[src/hw/rtl/fsc_pkg.sv]
// shared types and constants for the sum16 frame receiver
`timescale 1ns / 1ps
`default_nettype none

package fsc_pkg;

   localparam logic [7:0]  START_BYTE     = 8'hFA;
   localparam logic [7:0]  END_BYTE       = 8'hFC;
   localparam logic [7:0]  DEFAULT_HEADER = 8'h5A;
   localparam int unsigned FRAME_OVERHEAD = 8;

   localparam logic KIND_PAYLOAD = 1'b0;
   localparam logic KIND_REPORT  = 1'b1;

   localparam logic [1:0] STATUS_OK      = 2'd0;
   localparam logic [1:0] STATUS_BAD_SUM = 2'd1;
   localparam logic [1:0] STATUS_ABORT   = 2'd2;

   typedef struct packed {
      logic       kind;
      logic [7:0] index;
      logic [7:0] value;
      logic [1:0] status;
      logic [7:0] command;
      logic [7:0] length;
   } result_type;

endpackage

`default_nettype wire

[src/hw/rtl/fsc_in_stage.sv]
// input register for received words
`timescale 1ns / 1ps
`default_nettype none

module fsc_in_stage (
   input  wire logic       clock,
   input  wire logic       reset,
   input  wire logic       req_valid,
   output logic            req_ready,
   input  wire logic [7:0] req_rx_byte,
   input  wire logic       advance,
   output logic            byte_valid,
   output logic [7:0]      byte_data
);

   logic       vld_ff, vld_in;
   logic [7:0] byte_ff;

   assign req_ready = !vld_ff || advance;
   assign vld_in    = (req_valid && req_ready) ? 1'b1 : (advance ? 1'b0 : vld_ff);

   always_ff @(posedge clock) begin
      if (reset) begin
         vld_ff <= 1'b0;
      end else begin
         vld_ff <= vld_in;
      end
   end

   always_ff @(posedge clock) begin
      if (req_valid && req_ready) begin
         byte_ff <= req_rx_byte;
      end
   end

   assign byte_valid = vld_ff;
   assign byte_data  = byte_ff;

endmodule

`default_nettype wire

[src/hw/rtl/fsc_deframer.sv]
// frame phase tracking, running checksum and result formation
`timescale 1ns / 1ps
`default_nettype none

module fsc_deframer #(
   parameter int unsigned MAX_FRAME_BYTES = 256
) (
   input  wire logic       clock,
   input  wire logic       reset,
   input  wire logic       step,
   input  wire logic [7:0] rx_byte,
   input  wire logic [7:0] expected_header,
   output logic            has_result,
   output fsc_pkg::result_type result
);

   localparam int unsigned LenW = $clog2(MAX_FRAME_BYTES);
   localparam logic [15:0] LenLimit = 16'(MAX_FRAME_BYTES - fsc_pkg::FRAME_OVERHEAD);

   typedef enum logic [3:0] {
      PH_HEAD1, PH_HEAD2, PH_LEN1, PH_LEN2, PH_CMD, PH_DATA, PH_CS1, PH_CS2, PH_END
   } phase_type;

   phase_type        phase_ff, phase_in;
   logic [LenW-1:0]  len_ff, len_in;
   logic [LenW-1:0]  count_ff, count_in;
   logic [7:0]       len_low_ff, len_low_in;
   logic [7:0]       cmd_ff, cmd_in;
   logic [15:0]      sum_ff, sum_in;
   logic [7:0]       sum_low_ff, sum_low_in;
   logic             sum_ok_ff, sum_ok_in;

   logic [15:0]      full_len;
   logic [LenW-1:0]  count_next;
   logic [LenW+7:0]  len_ext, count_ext;

   assign full_len   = {rx_byte, len_low_ff};
   assign count_next = count_ff + LenW'(1);
   assign len_ext    = {8'd0, len_ff};
   assign count_ext  = {8'd0, count_ff};

   always_comb begin
      phase_in   = phase_ff;
      len_in     = len_ff;
      count_in   = count_ff;
      len_low_in = len_low_ff;
      cmd_in     = cmd_ff;
      sum_in     = sum_ff;
      sum_low_in = sum_low_ff;
      sum_ok_in  = sum_ok_ff;
      has_result = 1'b0;
      result     = '0;
      case (phase_ff)
         PH_HEAD1: begin
            if (rx_byte == fsc_pkg::START_BYTE) begin
               phase_in = PH_HEAD2;
            end
         end
         PH_HEAD2: begin
            if (rx_byte == expected_header) begin
               sum_in   = 16'(fsc_pkg::START_BYTE) + 16'(rx_byte);
               phase_in = PH_LEN1;
            end else if (rx_byte != fsc_pkg::START_BYTE) begin
               phase_in = PH_HEAD1;
            end
         end
         PH_LEN1: begin
            len_low_in = rx_byte;
            sum_in     = sum_ff + 16'(rx_byte);
            phase_in   = PH_LEN2;
         end
         PH_LEN2: begin
            sum_in = sum_ff + 16'(rx_byte);
            if (full_len > LenLimit) begin
               // oversize length: report the abort and hunt again
               len_in        = '0;
               phase_in      = PH_HEAD1;
               has_result    = 1'b1;
               result.kind   = fsc_pkg::KIND_REPORT;
               result.status = fsc_pkg::STATUS_ABORT;
            end else begin
               len_in   = full_len[LenW-1:0];
               phase_in = PH_CMD;
            end
         end
         PH_CMD: begin
            cmd_in   = rx_byte;
            sum_in   = sum_ff + 16'(rx_byte);
            count_in = '0;
            phase_in = (len_ff != '0) ? PH_DATA : PH_CS1;
         end
         PH_DATA: begin
            sum_in   = sum_ff + 16'(rx_byte);
            count_in = count_next;
            if (count_next >= len_ff) begin
               phase_in = PH_CS1;
            end
            has_result     = 1'b1;
            result.kind    = fsc_pkg::KIND_PAYLOAD;
            result.index   = count_ext[7:0];
            result.value   = rx_byte;
            result.status  = fsc_pkg::STATUS_OK;
            result.command = cmd_ff;
            result.length  = len_ext[7:0];
         end
         PH_CS1: begin
            sum_low_in = rx_byte;
            phase_in   = PH_CS2;
         end
         PH_CS2: begin
            // running sum no longer moves, so settle the match here
            sum_ok_in = ({rx_byte, sum_low_ff} == sum_ff);
            phase_in  = PH_END;
         end
         PH_END: begin
            if (rx_byte == fsc_pkg::END_BYTE) begin
               phase_in       = PH_HEAD1;
               has_result     = 1'b1;
               result.kind    = fsc_pkg::KIND_REPORT;
               result.status  = sum_ok_ff ? fsc_pkg::STATUS_OK : fsc_pkg::STATUS_BAD_SUM;
               result.command = cmd_ff;
               result.length  = len_ext[7:0];
            end else if (rx_byte == fsc_pkg::START_BYTE) begin
               phase_in = PH_HEAD2;
            end else begin
               phase_in = PH_HEAD1;
            end
         end
         default: begin
            phase_in = PH_HEAD1;
         end
      endcase
   end

   always_ff @(posedge clock) begin
      if (reset) begin
         phase_ff   <= PH_HEAD1;
         len_ff     <= '0;
         count_ff   <= '0;
         len_low_ff <= '0;
         cmd_ff     <= '0;
         sum_ff     <= '0;
         sum_low_ff <= '0;
         sum_ok_ff  <= 1'b0;
      end else if (step) begin
         phase_ff   <= phase_in;
         len_ff     <= len_in;
         count_ff   <= count_in;
         len_low_ff <= len_low_in;
         cmd_ff     <= cmd_in;
         sum_ff     <= sum_in;
         sum_low_ff <= sum_low_in;
         sum_ok_ff  <= sum_ok_in;
      end
   end

endmodule

`default_nettype wire

[src/hw/rtl/fsc_out_stage.sv]
// result register towards the response channel
`timescale 1ns / 1ps
`default_nettype none

module fsc_out_stage (
   input  wire logic       clock,
   input  wire logic       reset,
   input  wire logic       load,
   input  wire fsc_pkg::result_type result,
   output logic            slot_free,
   output logic            rsp_valid,
   input  wire logic       rsp_ready,
   output logic            rsp_result_kind,
   output logic [7:0]      rsp_payload_index,
   output logic [7:0]      rsp_payload_value,
   output logic [1:0]      rsp_frame_status,
   output logic [7:0]      rsp_frame_command,
   output logic [7:0]      rsp_frame_length
);

   logic                vld_ff, vld_in;
   fsc_pkg::result_type res_ff;

   assign slot_free = !vld_ff || rsp_ready;
   assign vld_in    = load ? 1'b1 : (rsp_ready ? 1'b0 : vld_ff);

   always_ff @(posedge clock) begin
      if (reset) begin
         vld_ff <= 1'b0;
      end else begin
         vld_ff <= vld_in;
      end
   end

   always_ff @(posedge clock) begin
      if (load) begin
         res_ff <= result;
      end
   end

   assign rsp_valid         = vld_ff;
   assign rsp_result_kind   = res_ff.kind;
   assign rsp_payload_index = res_ff.index;
   assign rsp_payload_value = res_ff.value;
   assign rsp_frame_status  = res_ff.status;
   assign rsp_frame_command = res_ff.command;
   assign rsp_frame_length  = res_ff.length;

endmodule

`default_nettype wire

[src/hw/rtl/frame_receiver_sum16_check_unit.sv]
// top level of the byte stream frame receiver with 16-bit additive checksum
// path: an accepted word is held in the input register, and its result is loaded into the output register onto rsp
// throughput: one word per cycle unless a waiting result stalls it; the phase and sum update sets this figure
// a waiting result stalls the input only when the word behind it also yields a result
// reset: synchronous, active high; hunt restarts and the header register returns to 0x5a
`timescale 1ns / 1ps
`default_nettype none

module frame_receiver_sum16_check_unit #(
   parameter int unsigned MAX_FRAME_BYTES = 256
) (
   input  wire logic       clock,
   input  wire logic       reset,
   input  wire logic       req_valid,
   output logic            req_ready,
   input  wire logic [7:0] req_rx_byte,
   output logic            rsp_valid,
   input  wire logic       rsp_ready,
   output logic            rsp_result_kind,
   output logic [7:0]      rsp_payload_index,
   output logic [7:0]      rsp_payload_value,
   output logic [1:0]      rsp_frame_status,
   output logic [7:0]      rsp_frame_command,
   output logic [7:0]      rsp_frame_length,
   input  wire logic       csr_valid,
   output logic            csr_ready,
   input  wire logic [7:0] csr_expected_header_byte
);

   logic                byte_valid;
   logic [7:0]          byte_data;
   logic                advance;
   logic                has_result;
   logic                slot_free;
   logic [7:0]          header_ff;
   fsc_pkg::result_type result;

   assign csr_ready = 1'b1;

   always_ff @(posedge clock) begin
      if (reset) begin
         header_ff <= fsc_pkg::DEFAULT_HEADER;
      end else if (csr_valid && csr_ready) begin
         header_ff <= csr_expected_header_byte;
      end
   end

   // a word with no result never waits on the output side
   assign advance = byte_valid && (!has_result || slot_free);

   fsc_in_stage u_in (
      .clock       (clock),
      .reset       (reset),
      .req_valid   (req_valid),
      .req_ready   (req_ready),
      .req_rx_byte (req_rx_byte),
      .advance     (advance),
      .byte_valid  (byte_valid),
      .byte_data   (byte_data)
   );

   fsc_deframer #(
      .MAX_FRAME_BYTES (MAX_FRAME_BYTES)
   ) u_deframer (
      .clock           (clock),
      .reset           (reset),
      .step            (advance),
      .rx_byte         (byte_data),
      .expected_header (header_ff),
      .has_result      (has_result),
      .result          (result)
   );

   fsc_out_stage u_out (
      .clock             (clock),
      .reset             (reset),
      .load              (advance && has_result),
      .result            (result),
      .slot_free         (slot_free),
      .rsp_valid         (rsp_valid),
      .rsp_ready         (rsp_ready),
      .rsp_result_kind   (rsp_result_kind),
      .rsp_payload_index (rsp_payload_index),
      .rsp_payload_value (rsp_payload_value),
      .rsp_frame_status  (rsp_frame_status),
      .rsp_frame_command (rsp_frame_command),
      .rsp_frame_length  (rsp_frame_length)
   );

endmodule

`default_nettype wire
[config.mk]
export PLATFORM = sky130hd
export DESIGN_NAME = frame_receiver_sum16_check_unit
export DESIGN_NICKNAME = d
export VERILOG_FILES = /design/src/hw/rtl/fsc_pkg.sv /design/src/hw/rtl/fsc_in_stage.sv /design/src/hw/rtl/fsc_deframer.sv /design/src/hw/rtl/fsc_out_stage.sv /design/src/hw/rtl/frame_receiver_sum16_check_unit.sv
export SDC_FILE = /design/constraint.sdc
export NUM_CORES = 1
export LEC_CHECK = 0
export BUFFER_PORTS_ARGS = -buffer_cell sky130_fd_sc_hd__clkbuf_2
export CORE_ASPECT_RATIO = 1.25
export CORE_MARGIN = 2
export CORE_UTILIZATION = 23
export CTS_CLUSTER_DIAMETER = 40
export CTS_CLUSTER_SIZE = 40
export DETAILED_ROUTE_END_ITERATION = 7
export GPL_ROUTABILITY_DRIVEN = 0
export GPL_TIMING_DRIVEN = 0
export PLACE_DENSITY = 0.42
export SLEW_MARGIN = 20
export SYNTH_ARGS = -nofsm -noshare
export SYNTH_HDL_FRONTEND = slang
export SYNTH_HIERARCHICAL = 1
export SYNTH_SLANG_ARGS = --single-unit
[constraint.sdc]
create_clock -name clock -period 5.7 [get_ports clock]
set_clock_uncertainty 0.1 [all_clocks]
set_input_delay 0.57 -clock clock [delete_from_list [all_inputs] [get_ports clock]]
set_output_delay 0.57 -clock clock [all_outputs]
set_load 0.1 [all_outputs]
==> results.json <==
{
  "status": "finished clean",
  "cts_hold_buffers": 0,
  "rrSetupSlack_ns": 0.46,
  "hold_depth": 1,
  "synth_nets": 616,
  "dieWidth_um": 144,
  "final-setup-viol-count": 0,
  "dp_slack_ns": 0.0891,
  "cp.required_ns": 5.95,
  "worstHoldPathType": "in2reg",
  "syn_area_um2": 5660,
  "netlist_instances": 576,
  "slew_headroom_pct": 45.9,
  "routed_wl_um": 15200,
  "yosys.area_share.simple_pct": 20.2,
  "rsz0062_at_grt": "no",
  "antenna_found_initial": 0,
  "floorplan.initialDensity_pct": 23.3,
  "cp-startpoint": "u_in/byte_data[3]",
  "grt_max_degree": 35,
  "r2r_cells": 14,
  "dieArea_um2": 25900,
  "synth-adder-area-share_pct": 4.33,
  "clock_power_share_pct": 51.7,
  "drt_iter0_drc": 290,
  "area.growth.synth_to_final_pct": 23.8,
  "grt_overflow": 0,
  "grt_pass1_wl_um": 24300,
  "n_antenna_cell": 0,
  "drv_slew": 0,
  "arrival_ns": 5.48,
  "ys_seq_elements": 114,
  "numCtsBuffers": 17,
  "peakVddDrop_mv": 0.173,
  "worstPathMaxFanout": 10,
  "pwr-share-comb_pct": 5.2,
  "pwr-share-seq_pct": 43.0,
  "fmax_ghz": 0.191,
  "setup_ws_ns": 0.463,
  "io-pin-count": 59,
  "intPower_uw": 1550,
  "avgSynthCellArea_um2": 9.83,
  "vias": 4524,
  "tightest_slew_ns": 0.800,
  "max_cap_viol_count": 0,
  "layout-drive-gt1-share_pct": 18.4,
  "clk_latency_ns": 0.42,
  "vias_per_cell": 4.52,
  "netlist_top_cells_area": "dfxtp_1 (25%), edfxtp_1 (23%), xnor2_1 (4.8%)",
  "synth_top_family_by_area": "simple AND/OR/NAND/NOR gates",
  "finalCritPeriodShare_pct": 91.9,
  "p_per_area_nw_per_um2": 284,
  "r2r_end": "u_deframer/sum_ff[14]",
  "rows": 64,
  "rr_startpoint": "u_in/byte_data[3]",
  "async_flop_share_pct": 0,
  "clkTransAtPathRegs_ns": 0.06,
  "synth_most_common_cell": "dfxtp_1",
  "cts_buffer_depth": 2,
  "synth-compound-area-share_pct": 12.7,
  "routedWlPerCell_um": 15.2,
  "p_sw_uw": 441,
  "grt_pass1_vias": 4603,
  "synth-main-ff-cell": "dfxtp_1",
  "synthTopCellsByCount": "dfxtp_1 (71), nor2_1 (66), edfxtp_1 (43)",
  "yosysTopAreaCell": "dfxtp_1",
  "yosys_warnings": 6,
  "dpl.hpwl_um": 11400,
  "grt_use_total_pct": 12.4,
  "switching_share_pct": 22.1,
  "setup.worst_path.class": "reg2reg",
  "root_buffer": "clkbuf_16",
  "yosysTopAreaCellShare_pct": 25.1,
  "synthXorXnorAreaFrac_pct": 7.01,
  "placement.io_buffers": 57,
  "setup_tns_ns": 0,
  "hold_violations": 0,
  "synthMuxAreaShare_pct": 3.54,
  "cts_tree": "yes",
  "min_period_ns": 5.24,
  "synth_edf_count": 43,
  "drc": 0,
  "ant_nets": 0,
  "cp-start-kind": "register",
  "endpoint_kind": "register",
  "min_to": "u_in/byte_data[3]",
  "clock_sinks": 114,
  "die_y_um": 179,
  "leakage_uw": 0.00250,
  "synth.distinct_cells": 60,
  "layout.nets": 697,
  "synth.yosys.seq_area_share_pct": 47.9,
  "hold_start": "req_rx_byte[3]",
  "drt-pass1-iter-count": 4,
  "cts_htree_levels": 4,
  "core_region_area_um2": 24300
}
==> cells by family (layout without fill, tap and decap cells) <==
logic type / count (synthesis) / count (layout)
AND/OR/NAND/NOR: 218 / 218
flip-flops: 114 / 114
AO/OA/AOI/OAI: 112 / 112
buffers and inverters: 51 / 145
XOR/XNOR: 41 / 41
multiplexers: 20 / 20
adder cells (fa/ha/maj): 19 / 19
other: 1 / 1
==> power groups by stage <==
stage                     Clock [uW]  Combinational, uW  Sequential [uW]
final                           1030                104              857
after CTS                       1060                105              857
after global placement             0                103              874
after detailed placement           0                104              874
after floorplan                    0               71.9              871
after global routing            1100                113              857
==> critical path, cell delays in order, from the launching register on <==
cell	delay (ns)
edfxtp_1	0.44
clkbuf_1	0.37
or4_1	0.64
nor2_1	0.24
o21ai_0	0.20
nor4_4	0.43
or2_2	0.24
nand2_1	0.13
a21boi_0	0.27
clkbuf_2	0.30
nand3_1	0.20
o32a_1	0.42
or4b_1	0.56
or4_1	0.47
a21oi_1	0.14
==> through the flow <==
stage / total power [uW] / utilization [%] / hold WS (ns) / instances / area, um2
floorplan: 943 / - / 0.345 / 576 / 5660
detailed placement: 978 / 26.2 / 0.367 / 964 / 6390
global placement: 977 / 26.1 / 0.369 / 963 / 6360
global route: 2070 / 28.8 / 0.213 / 1000 / 7010
CTS: 2020 / 28.6 / 0.216 / 996 / 6960
finish: 1990 / 28.8 / 0.232 / 1000 / 7010
==> area by class of cell <==
type | count | area [um2]
fillers | 2618 | 17300
clock buffers | 22 | 464
flip-flops and latches | 114 | 2710
clock inverters | 10 | 110
multi-input cells | 411 | 2730
plain buffers | 31 | 163
well taps | 330 | 413
repair buffers | 62 | 335
inverters | 20 | 75.1
==> layout by cell type (no fill, tap or decap), types with 18 or more instances in the layout <==
cell type  Yosys  routed
ha_1          18      18
clkbuf_1      23      25
a21oi_1       36      36
edfxtp_1      43      43
xnor2_1       31      31
nand2_1       35      35
dfxtp_1       71      71
nand3_1       21      21
inv_1         20      20
mux2i_1       20      20
nor2_1        66      66
clkbuf_2       0      58
o21ai_0       21      21
==> how the worst max path moves through the flow <==
stage	to	slack (ns)
2_1_floorplan	u_deframer/sum_ff[14]	1.32
3_3_place_gp	u_deframer/sum_ff[14]	0.08
3_5_place_dp	u_deframer/sum_ff[14]	0.09
4_1_cts	u_deframer/sum_ff[14]	0.06
5_1_grt	u_deframer/sum_ff[14]	0.14
6_report	u_deframer/sum_ff[14]	0.46
==> flip-flops by register name, summed over array words and instances (netlist names) <==
register	cells
u_in/byte_valid	1
u_out/rsp_frame_command	8
u_deframer/sum_ok_ff	1
u_out/rsp_valid	1
u_out/rsp_result_kind	1
u_deframer/len_ff	8
header_ff	8
u_deframer/len_low_ff	8
u_out/rsp_frame_length	8
u_deframer/sum_low_ff	8
u_in/byte_data	8
u_deframer/phase_ff	4
u_deframer/cmd_ff	8
u_deframer/count_ff	8
u_deframer/sum_ff	16
u_out/rsp_payload_value	8
u_out/rsp_payload_index	8
u_out/rsp_frame_status	2
==> what timing repair did <==
item                                    CTS  global route
gates resized for setup                   0             3
endpoints found under the hold margin     0             0
buffers inserted                          0             4
endpoints found under the setup margin    0             3
==> layer usage <==
layer	GRT usage (%)	vias to the layer above	wire length, um
met4	5.66	0	407
li1	-	2218	-
met5	0	-	0
met1	13.7	2169	6250
met2	22.4	113	7850
met3	2.98	24	699
(Power assumes the default switching activity.)
